$ cat config.mk
export PLATFORM = sky130hd
export DESIGN_NAME = three_axis_attitude_kalman_top_flat
export DESIGN_NICKNAME = d
export VERILOG_FILES = /design/src/rtl/kal_pkg.sv /design/src/rtl/kal_if.sv /design/src/rtl/kal_mul.sv /design/src/rtl/kal_div.sv /design/src/rtl/three_axis_attitude_kalman_top.sv /design/src/flat_wrapper.sv
export SDC_FILE = /design/constraint.sdc
export NUM_CORES = 2
export LEC_CHECK = 0
export ABC_CLOCK_PERIOD_IN_PS = 13600
export BUFFER_PORTS_ARGS = -buffer_cell sky130_fd_sc_hd__buf_2
export CAP_MARGIN = 30
export CORE_ASPECT_RATIO = 0.9
export CORE_MARGIN = 4
export CORE_UTILIZATION = 35
export CTS_CLUSTER_SIZE = 14
export DETAILED_ROUTE_END_ITERATION = 8
export SLEW_MARGIN = 10
export SYNTH_ARGS = -nofsm -noshare
export SYNTH_HDL_FRONTEND = slang
export SYNTH_SLANG_ARGS = --single-unit
$ cat constraint.sdc
create_clock -name clk -period 13.6 [get_ports clk]
set_clock_uncertainty 0.2 [all_clocks]
set_input_delay 1.36 -clock clk [delete_from_list [all_inputs] [get_ports clk]]
set_output_delay 1.36 -clock clk [all_outputs]
set_load 0.02 [all_outputs]
$ cat src/rtl/kal_pkg.sv
// shared types, constants and fixed point helpers for the attitude estimator
package kal_pkg;

    localparam int FRAC_BITS = 16;
    localparam int AXES      = 3;

    localparam logic [16:0] ONE_U = 17'(1 << FRAC_BITS);
    localparam logic signed [63:0] HALF_Q = 64'sd1 <<< (FRAC_BITS - 1);
    localparam logic signed [63:0] YAW_LIM  = 64'sd180 <<< FRAC_BITS;
    localparam logic signed [63:0] YAW_FULL = 64'sd360 <<< FRAC_BITS;
    localparam logic signed [63:0] MAX32 = 64'sd2147483647;
    localparam logic signed [63:0] MIN32 = -64'sd2147483648;

    localparam logic [16:0] SMOOTH_RST = 17'd6554;
    localparam logic [16:0] STEP_RST   = 17'd262;
    localparam logic [30:0] Q_RP_RST   = 31'd131;
    localparam logic [30:0] Q_Y_RST    = 31'd0;
    localparam logic [30:0] R_RST      = 31'd6553600;
    localparam logic signed [31:0] VAR_RST = 32'sd65536;

    localparam int CFG_IDX_W  = 8;
    localparam int DIV_STEPS  = FRAC_BITS + 1;

    typedef enum logic [CFG_IDX_W-1:0] {
        REG_SMOOTHING = 8'd0,
        REG_STEP_TIME = 8'd1,
        REG_Q_ROLL    = 8'd2,
        REG_Q_PITCH   = 8'd3,
        REG_Q_YAW     = 8'd4,
        REG_R_ROLL    = 8'd5,
        REG_R_PITCH   = 8'd6,
        REG_R_YAW     = 8'd7
    } cfg_reg_t;

    typedef enum logic [3:0] {
        ST_IDLE,
        ST_RATE,
        ST_ANG,
        ST_SM1,
        ST_SM2,
        ST_DIV,
        ST_GAIN,
        ST_UPD,
        ST_VAR,
        ST_DONE
    } state_t;

    function automatic logic signed [31:0] sat32(input logic signed [63:0] x);
        logic signed [31:0] r;
        if (x > MAX32)
        begin
            r = 32'sh7fffffff;
        end
        else if (x < MIN32)
        begin
            r = 32'sh80000000;
        end
        else
        begin
            r = x[31:0];
        end
        return r;
    endfunction

    // round to nearest, ties toward plus infinity
    function automatic logic signed [63:0] rnd(input logic signed [63:0] x);
        return (x + HALF_Q) >>> FRAC_BITS;
    endfunction

endpackage

$ cat src/rtl/kal_if.sv
// handshake channels: sample in, estimate out, register writes
interface kal_in_if;
    logic               valid;
    logic               ready;
    logic signed [31:0] rate_roll;
    logic signed [31:0] rate_pitch;
    logic signed [31:0] rate_yaw;
    logic signed [31:0] meas_roll;
    logic signed [31:0] meas_pitch;
    logic signed [31:0] meas_yaw;
    modport source (output valid, rate_roll, rate_pitch, rate_yaw, meas_roll, meas_pitch,
                    meas_yaw, input ready);
    modport sink (input valid, rate_roll, rate_pitch, rate_yaw, meas_roll, meas_pitch,
                  meas_yaw, output ready);
endinterface

interface kal_out_if;
    logic               valid;
    logic               ready;
    logic signed [31:0] est_roll;
    logic signed [31:0] est_pitch;
    logic signed [31:0] est_yaw;
    modport source (output valid, est_roll, est_pitch, est_yaw, input ready);
    modport sink (input valid, est_roll, est_pitch, est_yaw, output ready);
endinterface

interface kal_cfg_if;
    logic        valid;
    logic        ready;
    logic [7:0]  index;
    logic [31:0] data;
    modport source (output valid, index, data, input ready);
    modport sink (input valid, index, data, output ready);
endinterface

$ cat src/rtl/kal_mul.sv
// shared signed multiplier with registered product
module kal_mul
(
    input  logic               clk,
    input  logic signed [33:0] a,
    input  logic signed [17:0] b,
    output logic signed [51:0] prod
);

    logic signed [51:0] prod_reg;

    always_ff @(posedge clk)
    begin
        prod_reg <= a * b;
    end

    assign prod = prod_reg;

endmodule

$ cat src/rtl/kal_div.sv
// restoring divider for the gain, one quotient bit per cycle
module kal_div
    import kal_pkg::*;
(
    input  logic        clk,
    input  logic        rst_n,
    input  logic        start,
    input  logic [31:0] num,
    input  logic [32:0] den,
    output logic        done,
    output logic [16:0] quot
);

    logic [33:0] rem_reg, rem_next;
    logic [32:0] den_reg;
    logic [16:0] quot_reg, quot_next;
    logic [4:0]  cnt_reg, cnt_next;
    logic        busy_reg, busy_next;
    logic        done_reg, done_next;
    logic [33:0] trial;

    always_ff @(posedge clk or negedge rst_n)
    begin
        if (!rst_n)
        begin
            busy_reg <= 1'b0;
            done_reg <= 1'b0;
            cnt_reg  <= '0;
        end
        else
        begin
            busy_reg <= busy_next;
            done_reg <= done_next;
            cnt_reg  <= cnt_next;
        end
    end

    always_ff @(posedge clk)
    begin
        rem_reg  <= rem_next;
        quot_reg <= quot_next;
        if (start)
        begin
            den_reg <= den;
        end
    end

    // the numerator is p itself, compared unshifted in the first step, and p never
    // exceeds the denominator, so the quotient is at most one in unsigned Q1.16
    always_comb
    begin
        rem_next  = rem_reg;
        quot_next = quot_reg;
        cnt_next  = cnt_reg;
        busy_next = busy_reg;
        done_next = 1'b0;
        trial     = (cnt_reg == '0) ? rem_reg : {rem_reg[32:0], 1'b0};
        if (start)
        begin
            rem_next  = {2'b00, num};
            quot_next = '0;
            cnt_next  = '0;
            busy_next = 1'b1;
        end
        else if (busy_reg)
        begin
            if (trial >= {1'b0, den_reg})
            begin
                rem_next  = trial - {1'b0, den_reg};
                quot_next = {quot_reg[15:0], 1'b1};
            end
            else
            begin
                rem_next  = trial;
                quot_next = {quot_reg[15:0], 1'b0};
            end
            cnt_next = cnt_reg + 5'd1;
            if (cnt_reg == 5'(DIV_STEPS - 1))
            begin
                busy_next = 1'b0;
                done_next = 1'b1;
            end
        end
    end

    assign done = done_reg;
    assign quot = quot_reg;

endmodule

$ cat src/rtl/three_axis_attitude_kalman_top.sv
// attitude estimator top: register file, axis sequencer, shared multiplier and divider
//
// sample channel: one item carries three gyro rates and three measured angles,
// all Q16.16. result channel: one item with the three estimated angles per
// sample. cfg channel: index 0..7 selects smoothing, step_time, q_roll,
// q_pitch, q_yaw, r_roll, r_pitch, r_yaw; other indexes are dropped. cfg is
// always ready and should only be written while no sample is in flight.
// the axes are handled one after another by a single 34x18 multiplier and a
// restoring divider that yields one gain bit per cycle. each axis runs seven
// sequencer steps around five multiplies, plus 17 divide steps; an axis whose
// denominator is not positive skips the divide and the correction steps. the
// result is registered after the third axis; the sample channel is ready only
// while the sequencer is idle, not before the last result is loaded.
// a finished result sits in the output register until taken; a stalled
// receiver holds the sequencer in its last step only if the previous result
// is still waiting. reset restores the register defaults, clears the angle
// and smoothed states and sets every variance to one.
module three_axis_attitude_kalman_top
    import kal_pkg::*;
(
    input  logic clk,
    input  logic rst_n,
    kal_in_if.sink    sample,
    kal_out_if.source result,
    kal_cfg_if.sink   cfg
);

    state_t state_reg, state_next;
    logic [1:0] axis_reg, axis_next;

    logic [16:0] smooth_reg, step_reg;
    logic [30:0] q_reg [AXES];
    logic [30:0] r_reg [AXES];

    logic signed [31:0] rate_reg [AXES];
    logic signed [31:0] meas_reg [AXES];
    logic signed [31:0] est_reg  [AXES];
    logic signed [31:0] est_next [AXES];
    logic signed [31:0] sm_reg   [AXES];
    logic signed [31:0] sm_next  [AXES];
    logic signed [31:0] var_reg  [AXES];
    logic signed [31:0] var_next [AXES];

    logic signed [31:0] ang_reg, ang_next;
    logic signed [31:0] p_reg, p_next;
    logic signed [63:0] acc_reg, acc_next;
    logic signed [32:0] res_reg, res_next;

    logic signed [31:0] out_roll_reg, out_pitch_reg, out_yaw_reg;
    logic               out_valid_reg, out_valid_next, out_load;

    logic signed [33:0] mul_a;
    logic signed [17:0] mul_b;
    logic signed [51:0] mul_prod;
    logic signed [63:0] prod64;

    logic        div_start, div_done;
    logic [16:0] div_quot;
    logic [32:0] div_den;

    logic [16:0]        a_eff;
    logic signed [63:0] sum, wrap;
    logic signed [31:0] s_val, t_val;
    logic signed [33:0] den;

    kal_mul u_mul (.clk(clk), .a(mul_a), .b(mul_b), .prod(mul_prod));

    kal_div u_div
    (
        .clk(clk), .rst_n(rst_n), .start(div_start), .num(p_reg),
        .den(div_den), .done(div_done), .quot(div_quot)
    );

    assign prod64 = 64'(mul_prod);
    assign a_eff  = (smooth_reg > ONE_U) ? ONE_U : smooth_reg;

    assign sample.ready = (state_reg == ST_IDLE);
    assign cfg.ready    = 1'b1;

    // configuration registers
    always_ff @(posedge clk or negedge rst_n)
    begin
        if (!rst_n)
        begin
            smooth_reg <= SMOOTH_RST;
            step_reg   <= STEP_RST;
            q_reg[0]   <= Q_RP_RST;
            q_reg[1]   <= Q_RP_RST;
            q_reg[2]   <= Q_Y_RST;
            r_reg[0]   <= R_RST;
            r_reg[1]   <= R_RST;
            r_reg[2]   <= R_RST;
        end
        else if (cfg.valid)
        begin
            case (cfg.index)
                REG_SMOOTHING: smooth_reg <= cfg.data[16:0];
                REG_STEP_TIME: step_reg   <= cfg.data[16:0];
                REG_Q_ROLL:    q_reg[0]   <= cfg.data[30:0];
                REG_Q_PITCH:   q_reg[1]   <= cfg.data[30:0];
                REG_Q_YAW:     q_reg[2]   <= cfg.data[30:0];
                REG_R_ROLL:    r_reg[0]   <= cfg.data[30:0];
                REG_R_PITCH:   r_reg[1]   <= cfg.data[30:0];
                REG_R_YAW:     r_reg[2]   <= cfg.data[30:0];
                default:       ;
            endcase
        end
    end

    always_ff @(posedge clk or negedge rst_n)
    begin
        if (!rst_n)
        begin
            state_reg     <= ST_IDLE;
            axis_reg      <= '0;
            out_valid_reg <= 1'b0;
            for (int i = 0; i < AXES; i++)
            begin
                est_reg[i] <= '0;
                sm_reg[i]  <= '0;
                var_reg[i] <= VAR_RST;
            end
        end
        else
        begin
            state_reg     <= state_next;
            axis_reg      <= axis_next;
            out_valid_reg <= out_valid_next;
            for (int i = 0; i < AXES; i++)
            begin
                est_reg[i] <= est_next[i];
                sm_reg[i]  <= sm_next[i];
                var_reg[i] <= var_next[i];
            end
        end
    end

    always_ff @(posedge clk)
    begin
        ang_reg <= ang_next;
        p_reg   <= p_next;
        acc_reg <= acc_next;
        res_reg <= res_next;
        if (sample.valid && sample.ready)
        begin
            rate_reg[0] <= sample.rate_roll;
            rate_reg[1] <= sample.rate_pitch;
            rate_reg[2] <= sample.rate_yaw;
            meas_reg[0] <= sample.meas_roll;
            meas_reg[1] <= sample.meas_pitch;
            meas_reg[2] <= sample.meas_yaw;
        end
        if (out_load)
        begin
            out_roll_reg  <= est_reg[0];
            out_pitch_reg <= est_reg[1];
            out_yaw_reg   <= est_reg[2];
        end
    end

    always_comb
    begin
        state_next = state_reg;
        axis_next  = axis_reg;
        est_next   = est_reg;
        sm_next    = sm_reg;
        var_next   = var_reg;
        ang_next   = ang_reg;
        p_next     = p_reg;
        acc_next   = acc_reg;
        res_next   = res_reg;
        mul_a      = 34'(rate_reg[axis_reg]);
        mul_b      = $signed({1'b0, step_reg});
        div_start  = 1'b0;
        out_load   = 1'b0;
        sum        = '0;
        wrap       = '0;
        s_val      = '0;
        t_val      = '0;
        den        = 34'(p_reg) + 34'($signed({1'b0, r_reg[axis_reg]}));
        div_den    = den[32:0];
        out_valid_next = out_valid_reg && !result.ready;

        case (state_reg)
            ST_IDLE:
            begin
                axis_next = '0;
                if (sample.valid)
                begin
                    state_next = ST_RATE;
                end
            end
            ST_RATE:
            begin
                // prediction product issued, variance grows by process noise
                p_next = sat32(64'(var_reg[axis_reg]) + 64'($signed({1'b0, q_reg[axis_reg]})));
                state_next = ST_ANG;
            end
            ST_ANG:
            begin
                sum = 64'(est_reg[axis_reg]) + rnd(prod64);
                if (axis_reg == 2'd2)
                begin
                    t_val = sat32(sum);
                    wrap  = 64'(t_val);
                    if (wrap > YAW_LIM)
                    begin
                        wrap = wrap - YAW_FULL;
                    end
                    else if (wrap < -YAW_LIM)
                    begin
                        wrap = wrap + YAW_FULL;
                    end
                    ang_next = sat32(wrap);
                end
                else
                begin
                    ang_next = sat32(sum);
                end
                mul_a = 34'(sm_reg[axis_reg]);
                mul_b = $signed({1'b0, ONE_U - a_eff});
                state_next = ST_SM1;
            end
            ST_SM1:
            begin
                acc_next = prod64;
                mul_a = 34'(meas_reg[axis_reg]);
                mul_b = $signed({1'b0, a_eff});
                state_next = ST_SM2;
            end
            ST_SM2:
            begin
                s_val = sat32(rnd(acc_reg + prod64));
                sm_next[axis_reg] = s_val;
                res_next = 33'(s_val) - 33'(ang_reg);
                if (den > 34'sd0)
                begin
                    div_start  = 1'b1;
                    state_next = ST_DIV;
                end
                else
                begin
                    // no correction without a positive denominator
                    est_next[axis_reg] = ang_reg;
                    var_next[axis_reg] = p_reg;
                    if (axis_reg == 2'd2)
                    begin
                        state_next = ST_DONE;
                    end
                    else
                    begin
                        axis_next  = axis_reg + 2'd1;
                        state_next = ST_RATE;
                    end
                end
            end
            ST_DIV:
            begin
                if (div_done)
                begin
                    state_next = ST_GAIN;
                end
            end
            ST_GAIN:
            begin
                mul_a = 34'(res_reg);
                mul_b = $signed({1'b0, div_quot});
                state_next = ST_UPD;
            end
            ST_UPD:
            begin
                ang_next = sat32(64'(ang_reg) + rnd(prod64));
                mul_a = 34'(p_reg);
                mul_b = $signed({1'b0, ONE_U - div_quot});
                state_next = ST_VAR;
            end
            ST_VAR:
            begin
                est_next[axis_reg] = ang_reg;
                var_next[axis_reg] = sat32(rnd(prod64));
                if (axis_reg == 2'd2)
                begin
                    state_next = ST_DONE;
                end
                else
                begin
                    axis_next  = axis_reg + 2'd1;
                    state_next = ST_RATE;
                end
            end
            ST_DONE:
            begin
                if (!out_valid_reg || result.ready)
                begin
                    out_load       = 1'b1;
                    out_valid_next = 1'b1;
                    state_next     = ST_IDLE;
                end
            end
            default:
            begin
                state_next = ST_IDLE;
            end
        endcase
    end

    assign result.valid     = out_valid_reg;
    assign result.est_roll  = out_roll_reg;
    assign result.est_pitch = out_pitch_reg;
    assign result.est_yaw   = out_yaw_reg;

endmodule

$ cat src/flat_wrapper.sv
// flat-port wrapper written by rule: the top's interface ports become plain ports
module three_axis_attitude_kalman_top_flat import kal_pkg::*;
  (clk, rst_n, sample_valid, sample_rate_roll, sample_rate_pitch, sample_rate_yaw, sample_meas_roll, sample_meas_pitch, sample_meas_yaw, sample_ready, result_valid, result_est_roll, result_est_pitch, result_est_yaw, result_ready, cfg_valid, cfg_index, cfg_data, cfg_ready);
  kal_in_if sample_i ();
  kal_out_if result_i ();
  kal_cfg_if cfg_i ();
  input  logic clk;
  input  logic rst_n;
  input wire logic [$bits(sample_i.valid)-1:0] sample_valid;
  input wire logic [$bits(sample_i.rate_roll)-1:0] sample_rate_roll;
  input wire logic [$bits(sample_i.rate_pitch)-1:0] sample_rate_pitch;
  input wire logic [$bits(sample_i.rate_yaw)-1:0] sample_rate_yaw;
  input wire logic [$bits(sample_i.meas_roll)-1:0] sample_meas_roll;
  input wire logic [$bits(sample_i.meas_pitch)-1:0] sample_meas_pitch;
  input wire logic [$bits(sample_i.meas_yaw)-1:0] sample_meas_yaw;
  output wire logic [$bits(sample_i.ready)-1:0] sample_ready;
  output wire logic [$bits(result_i.valid)-1:0] result_valid;
  output wire logic [$bits(result_i.est_roll)-1:0] result_est_roll;
  output wire logic [$bits(result_i.est_pitch)-1:0] result_est_pitch;
  output wire logic [$bits(result_i.est_yaw)-1:0] result_est_yaw;
  input wire logic [$bits(result_i.ready)-1:0] result_ready;
  input wire logic [$bits(cfg_i.valid)-1:0] cfg_valid;
  input wire logic [$bits(cfg_i.index)-1:0] cfg_index;
  input wire logic [$bits(cfg_i.data)-1:0] cfg_data;
  output wire logic [$bits(cfg_i.ready)-1:0] cfg_ready;
  assign sample_i.valid = sample_valid;
  assign sample_i.rate_roll = sample_rate_roll;
  assign sample_i.rate_pitch = sample_rate_pitch;
  assign sample_i.rate_yaw = sample_rate_yaw;
  assign sample_i.meas_roll = sample_meas_roll;
  assign sample_i.meas_pitch = sample_meas_pitch;
  assign sample_i.meas_yaw = sample_meas_yaw;
  assign sample_ready = sample_i.ready;
  assign result_valid = result_i.valid;
  assign result_est_roll = result_i.est_roll;
  assign result_est_pitch = result_i.est_pitch;
  assign result_est_yaw = result_i.est_yaw;
  assign result_i.ready = result_ready;
  assign cfg_i.valid = cfg_valid;
  assign cfg_i.index = cfg_index;
  assign cfg_i.data = cfg_data;
  assign cfg_ready = cfg_i.ready;
  three_axis_attitude_kalman_top u_core (.clk(clk), .rst_n(rst_n), .sample(sample_i), .result(result_i), .cfg(cfg_i));
endmodule
# Word-level counts from Yosys, hierarchy flattened
# Memories as Yosys holds them, arrays and structs flattened.
# Cells that the tools add are included.
# classes
bitwise_logic	1
addsub	15
n_lt_le_gt_ge	19
n_reduce_logical	24
n_eq_ne	22
mux	79
n_mul	1
# op_table
op	n
32-bit two-way mux	25
96-bit bitwise mux	4
96-bit case mux with 2 select lines	2
64-bit by 32-bit > comparator with 1-bit output, second input constant	4
64-bit by 32-bit < comparator with 1-bit output, second input constant	4
64-bit two-way mux	4
32-bit binary-select mux with 2-bit select	3
96-bit two-way mux	2
34-bit case mux with 4 select lines	1
31-bit binary-select mux with 2-bit select	2
31-bit two-way mux	4
32-bit by 37-bit adder with 38-bit output	2
34-bit two-way mux	2
17-bit case mux with 4 select lines	1
32-bit by 32-bit adder with 33-bit output	2
32-bit demux with 2-bit select	1
32-bit case mux with 2 select lines	1
53-bit by 17-bit adder with 54-bit output, second input constant	1
52-bit by 17-bit adder with 53-bit output, second input constant	1
52-bit by 52-bit adder with 53-bit output	1
34-bit by 18-bit multiplier with 52-bit output	1
48-bit by 32-bit > comparator with 1-bit output, second input constant	1
48-bit by 32-bit < comparator with 1-bit output, second input constant	1
4-bit case mux with 10 select lines	1
other kinds (44)	90
# totals
ram_bits	192
word_cells	198
mem_count	2
out_inout_bits	99
input_bits	237
reg_bits	903
# mem_list
name	depth	width	read_ports	rd_ports_with_merged_regs	wr	line_no	text
u_core.meas_reg	3	32	1	0	3	three_axis_attitude_kalman_top.sv:36	logic signed [31:0] meas_reg [AXES];
u_core.rate_reg	3	32	1	0	3	three_axis_attitude_kalman_top.sv:35	logic signed [31:0] rate_reg [AXES];

# Logic depth before layout (Yosys ltp)
# depth
depth_word	20
mapped_depth	44
mapped_depth_nobuf	42

# Cells and area by module
# From an unflattened synthesis, not the netlist that was laid out.
# hier_totals
cells_unflattened	8105
hier_area_um2	80558.5
# modules_own_cells
module	cells_each	n_inst	area_per_inst_um2
three_axis_attitude_kalman_top	5017	1	52370.2
kal_mul	2458	1	22027.4
kal_div	630	1	6160.9

# Worst setup path before layout
# Ideal clock, no wire load.
# synth_path
kind	register to register
startpoint	register u_core.state_reg[3]
endpoint	register u_core.u_mul.prod_reg[51] (netlist: u_core.u_mul.prod[51])
n_path_buf	2
path_stages_with_launch	41
arrival_ns	10.402
setup_slack_ns	2.926
required_ns	13.328
period_less_slack_ns	10.674
path_cell_list	dfrtp_1 > clkbuf_1 > nor2b_1 > nand3_1 > and3_1 > a21oi_1 > nand2_1 > or2_2 > a2111oi_0 > nand2b_1 > or3_1 > or4_1 > xnor2_1 > o21ai_1 > clkbuf_1 > nand2_1 > fa_1 > inv_1 > [5 not listed] > fa_1 > inv_1 > ha_1 > a21o_1 > a21o_1 > a21o_1 > or3_1 > a2111oi_0 > nor3_1 > a21oi_1 > a311oi_1 > a2111oi_0 > nor3_1 > a41o_1 > or4_1 > a31o_2 > a31oi_1 > xnor2_1
# synth_between
elab_chain_len	3
elab_cells_between_ends	7
classes_between	mul: 1; eq/ne: 4; mux: 2
# synth_lines
item	line_no	text
start: declaration	three_axis_attitude_kalman_top.sv:28	state_t state_reg, state_next;
start signal: assignment	three_axis_attitude_kalman_top.sv:126	state_reg <= state_next;
4-bit by 3-bit equality test with 1-bit output / 4-bit by 2-bit equality test with 1-bit output (equally long branches)	three_axis_attitude_kalman_top.sv:184	case (state_reg)
34-bit case mux with 4 select lines / 17-bit case mux with 4 select lines (equally long branches)	three_axis_attitude_kalman_top.sv:184	
34-bit by 18-bit multiplier with 52-bit output *	kal_mul.sv:14	prod_reg <= a * b;
end signal: assignment	kal_mul.sv:14	
end: declaration	kal_mul.sv:10	logic signed [51:0] prod_reg;
# Mark *: on every way between the ends. The rest lies on a longest branch, timed or not.
# A chain may end at the register's enable or synchronous reset.

# Final worst setup path
# layout_path
startpoint	register u_core.state_reg[2]
endpoint	register u_core.u_mul.prod_reg[51] (netlist: u_core.u_mul.prod[51])
# The elaborated chain is that of the path after synthesis.

==> metrics.txt <==
# TYPE chip_impl_metric gauge
chip_impl_info{name="critical_path.endpoint_type",value="flop"} 1
chip_impl_metric{name="timing.final.max_slew_violations",unit=""} 0
chip_impl_metric{name="setup-tns-final",unit="ns"} 0
chip_impl_metric{name="timing.critical_path.arrival",unit="ns"} 13.10
chip_impl_metric{name="grt_pass1_wl",unit="um"} 362000
chip_impl_info{name="timing.critical_path.slowest_stage_cell",value="sky130_fd_sc_hd__dfrtp_1"} 1
chip_impl_metric{name="synthDistinctLibCells",unit=""} 99
chip_impl_info{name="regToRegEndpoint",value="u_core.u_mul.prod[51]"} 1
chip_impl_metric{name="cts-htree-levels",unit=""} 3
chip_impl_metric{name="globalplace.congestion",unit=""} 0.902
chip_impl_metric{name="height_of_the_chip",unit="um"} 457
chip_impl_metric{name="preCtsSetupSlack",unit="ns"} 0.999
chip_impl_info{name="clockRootBuffer",value="sky130_fd_sc_hd__clkbuf_16"} 1
chip_impl_info{name="worstHoldPathType",value="reg2reg"} 1
chip_impl_metric{name="critical-path-max-stage-delay",unit="ns"} 0.63
chip_impl_metric{name="largest_driver_fanout_on_the_critical_path",unit=""} 22
chip_impl_metric{name="dp.final_hpwl",unit="um"} 179000
chip_impl_metric{name="max_cap_violations",unit=""} 0
chip_impl_metric{name="combined_area_of_the_multi_input_logic_cells",unit="sq mm"} 0.0446
chip_impl_metric{name="whs_path_depth",unit=""} 0
chip_impl_metric{name="critPathRequiredTime",unit="ns"} 14.14
chip_impl_metric{name="post_layout_nonfiller_instances",unit=""} 11065
chip_impl_info{name="critical_path_class",value="reg2reg"} 1
chip_impl_metric{name="avgRoutedWirePerCell",unit="um"} 21.5
chip_impl_metric{name="fin_crit_sh",unit=""} 0.924
chip_impl_info{name="min_from",value="u_core.u_mul.prod[4]"} 1
chip_impl_metric{name="drt-initial-drc-count",unit=""} 4884
chip_impl_metric{name="finalHoldViolations",unit=""} 0
chip_impl_metric{name="cts_made_buffers",unit=""} 119
chip_impl_metric{name="setup_slack",unit="ns"} 1.03
chip_impl_metric{name="syn_avg_cell_area",unit="sq um"} 10.2
chip_impl_metric{name="synth.net_count",unit=""} 8869
chip_impl_metric{name="vias_in_the_first_global_route",unit=""} 59678
chip_impl_metric{name="warning_count_from_the_yosys_run",unit=""} 0
chip_impl_metric{name="drt_pre_antenna_iters",unit=""} 6
chip_impl_metric{name="max_slew.worst_pin.slew",unit="ns"} 1.27
chip_impl_metric{name="layout.filler_cells",unit=""} 21663
chip_impl_metric{name="synthesis.area",unit="sq mm"} 0.0784
chip_impl_info{name="run_status",value="finished clean"} 1
chip_impl_metric{name="asyncSetResetFlopFracSynth",unit=""} 0.477
chip_impl_metric{name="final_core_utilization",unit=""} 0.398
chip_impl_metric{name="synth-seq-cells",unit=""} 1095
chip_impl_metric{name="avgViaCountPerCell",unit=""} 5.32
chip_impl_metric{name="netlist_instances",unit=""} 7654
chip_impl_metric{name="area.growth.synth_to_final",unit="%"} 12.8
chip_impl_metric{name="cts.repair_timing.setup_buffer_count",unit=""} 0
chip_impl_metric{name="row_count",unit=""} 164
chip_impl_metric{name="maxSlewHeadroom",unit=""} 0.154
chip_impl_metric{name="synth.yosys.seq_area_share",unit=""} 0.377
chip_impl_info{name="grt_setup_unrepaired",value="false"} 1
chip_impl_metric{name="route.detailed.drc",unit=""} 0
chip_impl_metric{name="antenna_found_initial",unit=""} 17
chip_impl_metric{name="die_outline_area",unit="sq mm"} 0.232
chip_impl_info{name="hold_end",value="u_core.acc_reg[4]"} 1
chip_impl_info{name="critPathLaunchType",value="flop"} 1
chip_impl_info{name="tritoncts",value="yes"} 1
chip_impl_metric{name="cts.repair.resized",unit=""} 0
chip_impl_metric{name="synth_enable_flop_cells",unit=""} 502
chip_impl_metric{name="overflow",unit=""} 0
chip_impl_metric{name="floorplan.io_pins",unit=""} 336
chip_impl_info{name="ys_dominant_reg_cell",value="sky130_fd_sc_hd__edfxtp_1"} 1
chip_impl_metric{name="cts-root-to-sink-buffers",unit=""} 3
chip_impl_metric{name="placed_insts",unit=""} 10822
chip_impl_metric{name="ant_nets",unit=""} 0
chip_impl_metric{name="insertion_delay",unit="ns"} 0.81
chip_impl_metric{name="grt_max_degree",unit=""} 158
chip_impl_metric{name="layout-drive-gt1-share",unit=""} 0.161
chip_impl_metric{name="vias",unit=""} 58892
chip_impl_metric{name="cts_hold_repair_buffers",unit=""} 0
chip_impl_metric{name="fmax",unit="MHz"} 79.6
chip_impl_metric{name="path_clk_slew",unit="ns"} 0.06
chip_impl_metric{name="design.final.nets",unit=""} 9177
chip_impl_metric{name="r2r_cells",unit=""} 40
chip_impl_metric{name="numPortBuffers",unit=""} 333
chip_impl_info{name="r2r-start",value="u_core.state_reg[2]"} 1
chip_impl_metric{name="finalSetupViolations",unit=""} 0
chip_impl_metric{name="die_x",unit="um"} 507
chip_impl_metric{name="period_minus_slack",unit="ns"} 12.57
chip_impl_metric{name="start_util",unit=""} 0.353
chip_impl_metric{name="clkSinkCount",unit=""} 1095
chip_impl_metric{name="core_region_area",unit="sq mm"} 0.222
chip_impl_metric{name="route.final.wire_length",unit="um"} 238000
chip_impl_metric{name="grt_use_total",unit=""} 0.201
chip_impl_info{name="cp_common_cell",value="sky130_fd_sc_hd__fa_1"} 1
chip_impl_metric{name="seq_area",unit="sq mm"} 0.0296
chip_impl_metric{name="r2r_setup_slack",unit="ns"} 1.03
==> logic make-up after synthesis <==
family | count (synthesis) | share of synthesized area
flip-flops | 1095 | 0.377
buffers and inverters | 1171 | 0.0565
XOR/XNOR | 287 | 0.0324
adder cells (fa/ha/maj) | 980 | 0.209
AND/OR/NAND/NOR | 2058 | 0.118
multiplexers | 693 | 0.0955
AO/OA/AOI/OAI | 1369 | 0.111
other | 1 | 0.0000478
==> worst max-delay path by stage <==
| stage | end | cells after the start | from | slack, ns |
|---|---|---|---|---|
| after CTS | u_core.u_mul.prod[51] | 38 | u_core.state_reg[2] | 1.00 |
| after detailed placement | u_core.u_mul.prod[51] | 38 | u_core.state_reg[2] | 1.0 |
| after floorplan | u_core.u_mul.prod[51] | 40 | u_core.state_reg[3] | 2.93 |
| after global routing | u_core.u_mul.prod[51] | 40 | u_core.state_reg[2] | 0.1 |
| final | u_core.u_mul.prod[51] | 40 | u_core.state_reg[2] | 1.03 |
| after global placement | u_core.u_mul.prod[51] | 38 | u_core.state_reg[2] | 1.23 |
==> through the flow <==
stage	hold slack [ns]	cell area (sq um)
after global routing	0.251	88500
after floorplan	0.209	78400
final	0.244	88500
after CTS	0.240	88300
after detailed placement	0.224	84200
after global placement	0.224	84100
==> Yosys cell counts (47+ instances only) <==
master                     count  area (sq um)
sky130_fd_sc_hd__nand2b_1     58           363
sky130_fd_sc_hd__mux2i_1     252          2520
sky130_fd_sc_hd__nand2_1     913          3430
sky130_fd_sc_hd__fa_1        546         10900
sky130_fd_sc_hd__dfxtp_1      71          1420
sky130_fd_sc_hd__dfrtp_1     494         12400
sky130_fd_sc_hd__mux2_2      441          4970
sky130_fd_sc_hd__clkbuf_1    273          1020
sky130_fd_sc_hd__o21a_1       47           353
sky130_fd_sc_hd__edfxtp_1    502         15100
sky130_fd_sc_hd__nor2b_1     118           738
sky130_fd_sc_hd__nor2_1      499          1870
sky130_fd_sc_hd__xnor2_1     190          1660
sky130_fd_sc_hd__a21o_1       89           668
sky130_fd_sc_hd__and2_1       50           313
sky130_fd_sc_hd__o211ai_1     73           548
sky130_fd_sc_hd__ha_1        432          5410
sky130_fd_sc_hd__nand3_1     101           505
sky130_fd_sc_hd__xor2_1       95           832
sky130_fd_sc_hd__inv_1       839          3150
sky130_fd_sc_hd__and3_1       61           382
sky130_fd_sc_hd__a21oi_1     343          1720
sky130_fd_sc_hd__o21ai_0     417          2090
sky130_fd_sc_hd__nor3_1       85           425
==> final cells by class <==
class / instances / area share
tap: 2988 / 0.0422
antenna: 8 / 0.000226
inverter: 843 / 0.0358
sequential: 1095 / 0.335
timing repair buffer: 515 / 0.0365
clock buffer: 170 / 0.0388
clock inverter: 58 / 0.00752
multi-input combinational: 5388 / 0.504
==> worst max-delay path: cells and delay by family, from the launching register on <==
family | cells | cell delay (ns)
adder cells (fa/ha/maj) | 7 | 3.45
flip-flops | 1 | 0.63
XOR/XNOR | 2 | 0.29
AO/OA/AOI/OAI | 13 | 3.63
AND/OR/NAND/NOR | 13 | 3.59
buffers and inverters | 5 | 0.71
==> layout by cell type (no fill, tap or decap), drive strengths merged, types with 31 or more instances in the layout <==
| master | instances |
|---|---|
| xor2 | 95 |
| nor2b | 118 |
| nand3 | 102 |
| o21ai | 430 |
| edfxtp | 502 |
| buf | 515 |
| inv | 849 |
| nor2 | 499 |
| dfrtp | 494 |
| a211oi | 46 |
| fa | 546 |
| clkbuf | 170 |
| mux2 | 441 |
| ha | 432 |
| o21a | 47 |
| xnor2 | 190 |
| and2 | 51 |
| dfxtp | 71 |
| nand2b | 58 |
| o211ai | 73 |
| o31ai | 31 |
| and3 | 61 |
| a222oi | 42 |
| o21bai | 32 |
| a21oi | 365 |
| mux2i | 252 |
| nand4 | 31 |
| a21o | 89 |
| nor3 | 86 |
| nand2 | 913 |
| clkinv | 40 |
| or3 | 36 |
==> metal layers <==
| layer | GRT usage | up-vias | part of all wire |
|---|---|---|---|
| li1 | - | 26824 | - |
| met1 | 0.263 | 29870 | 0.42 |
| met2 | 0.331 | 1797 | 0.47 |
| met3 | 0.0300 | 397 | 0.058 |
| met4 | 0.0841 | 4 | 0.046 |
| met5 | 0.00456 | - | 0.00069 |
Power is not shown: default switching activity piles up to over one toggle a cycle in this logic, so the estimate is an artifact.
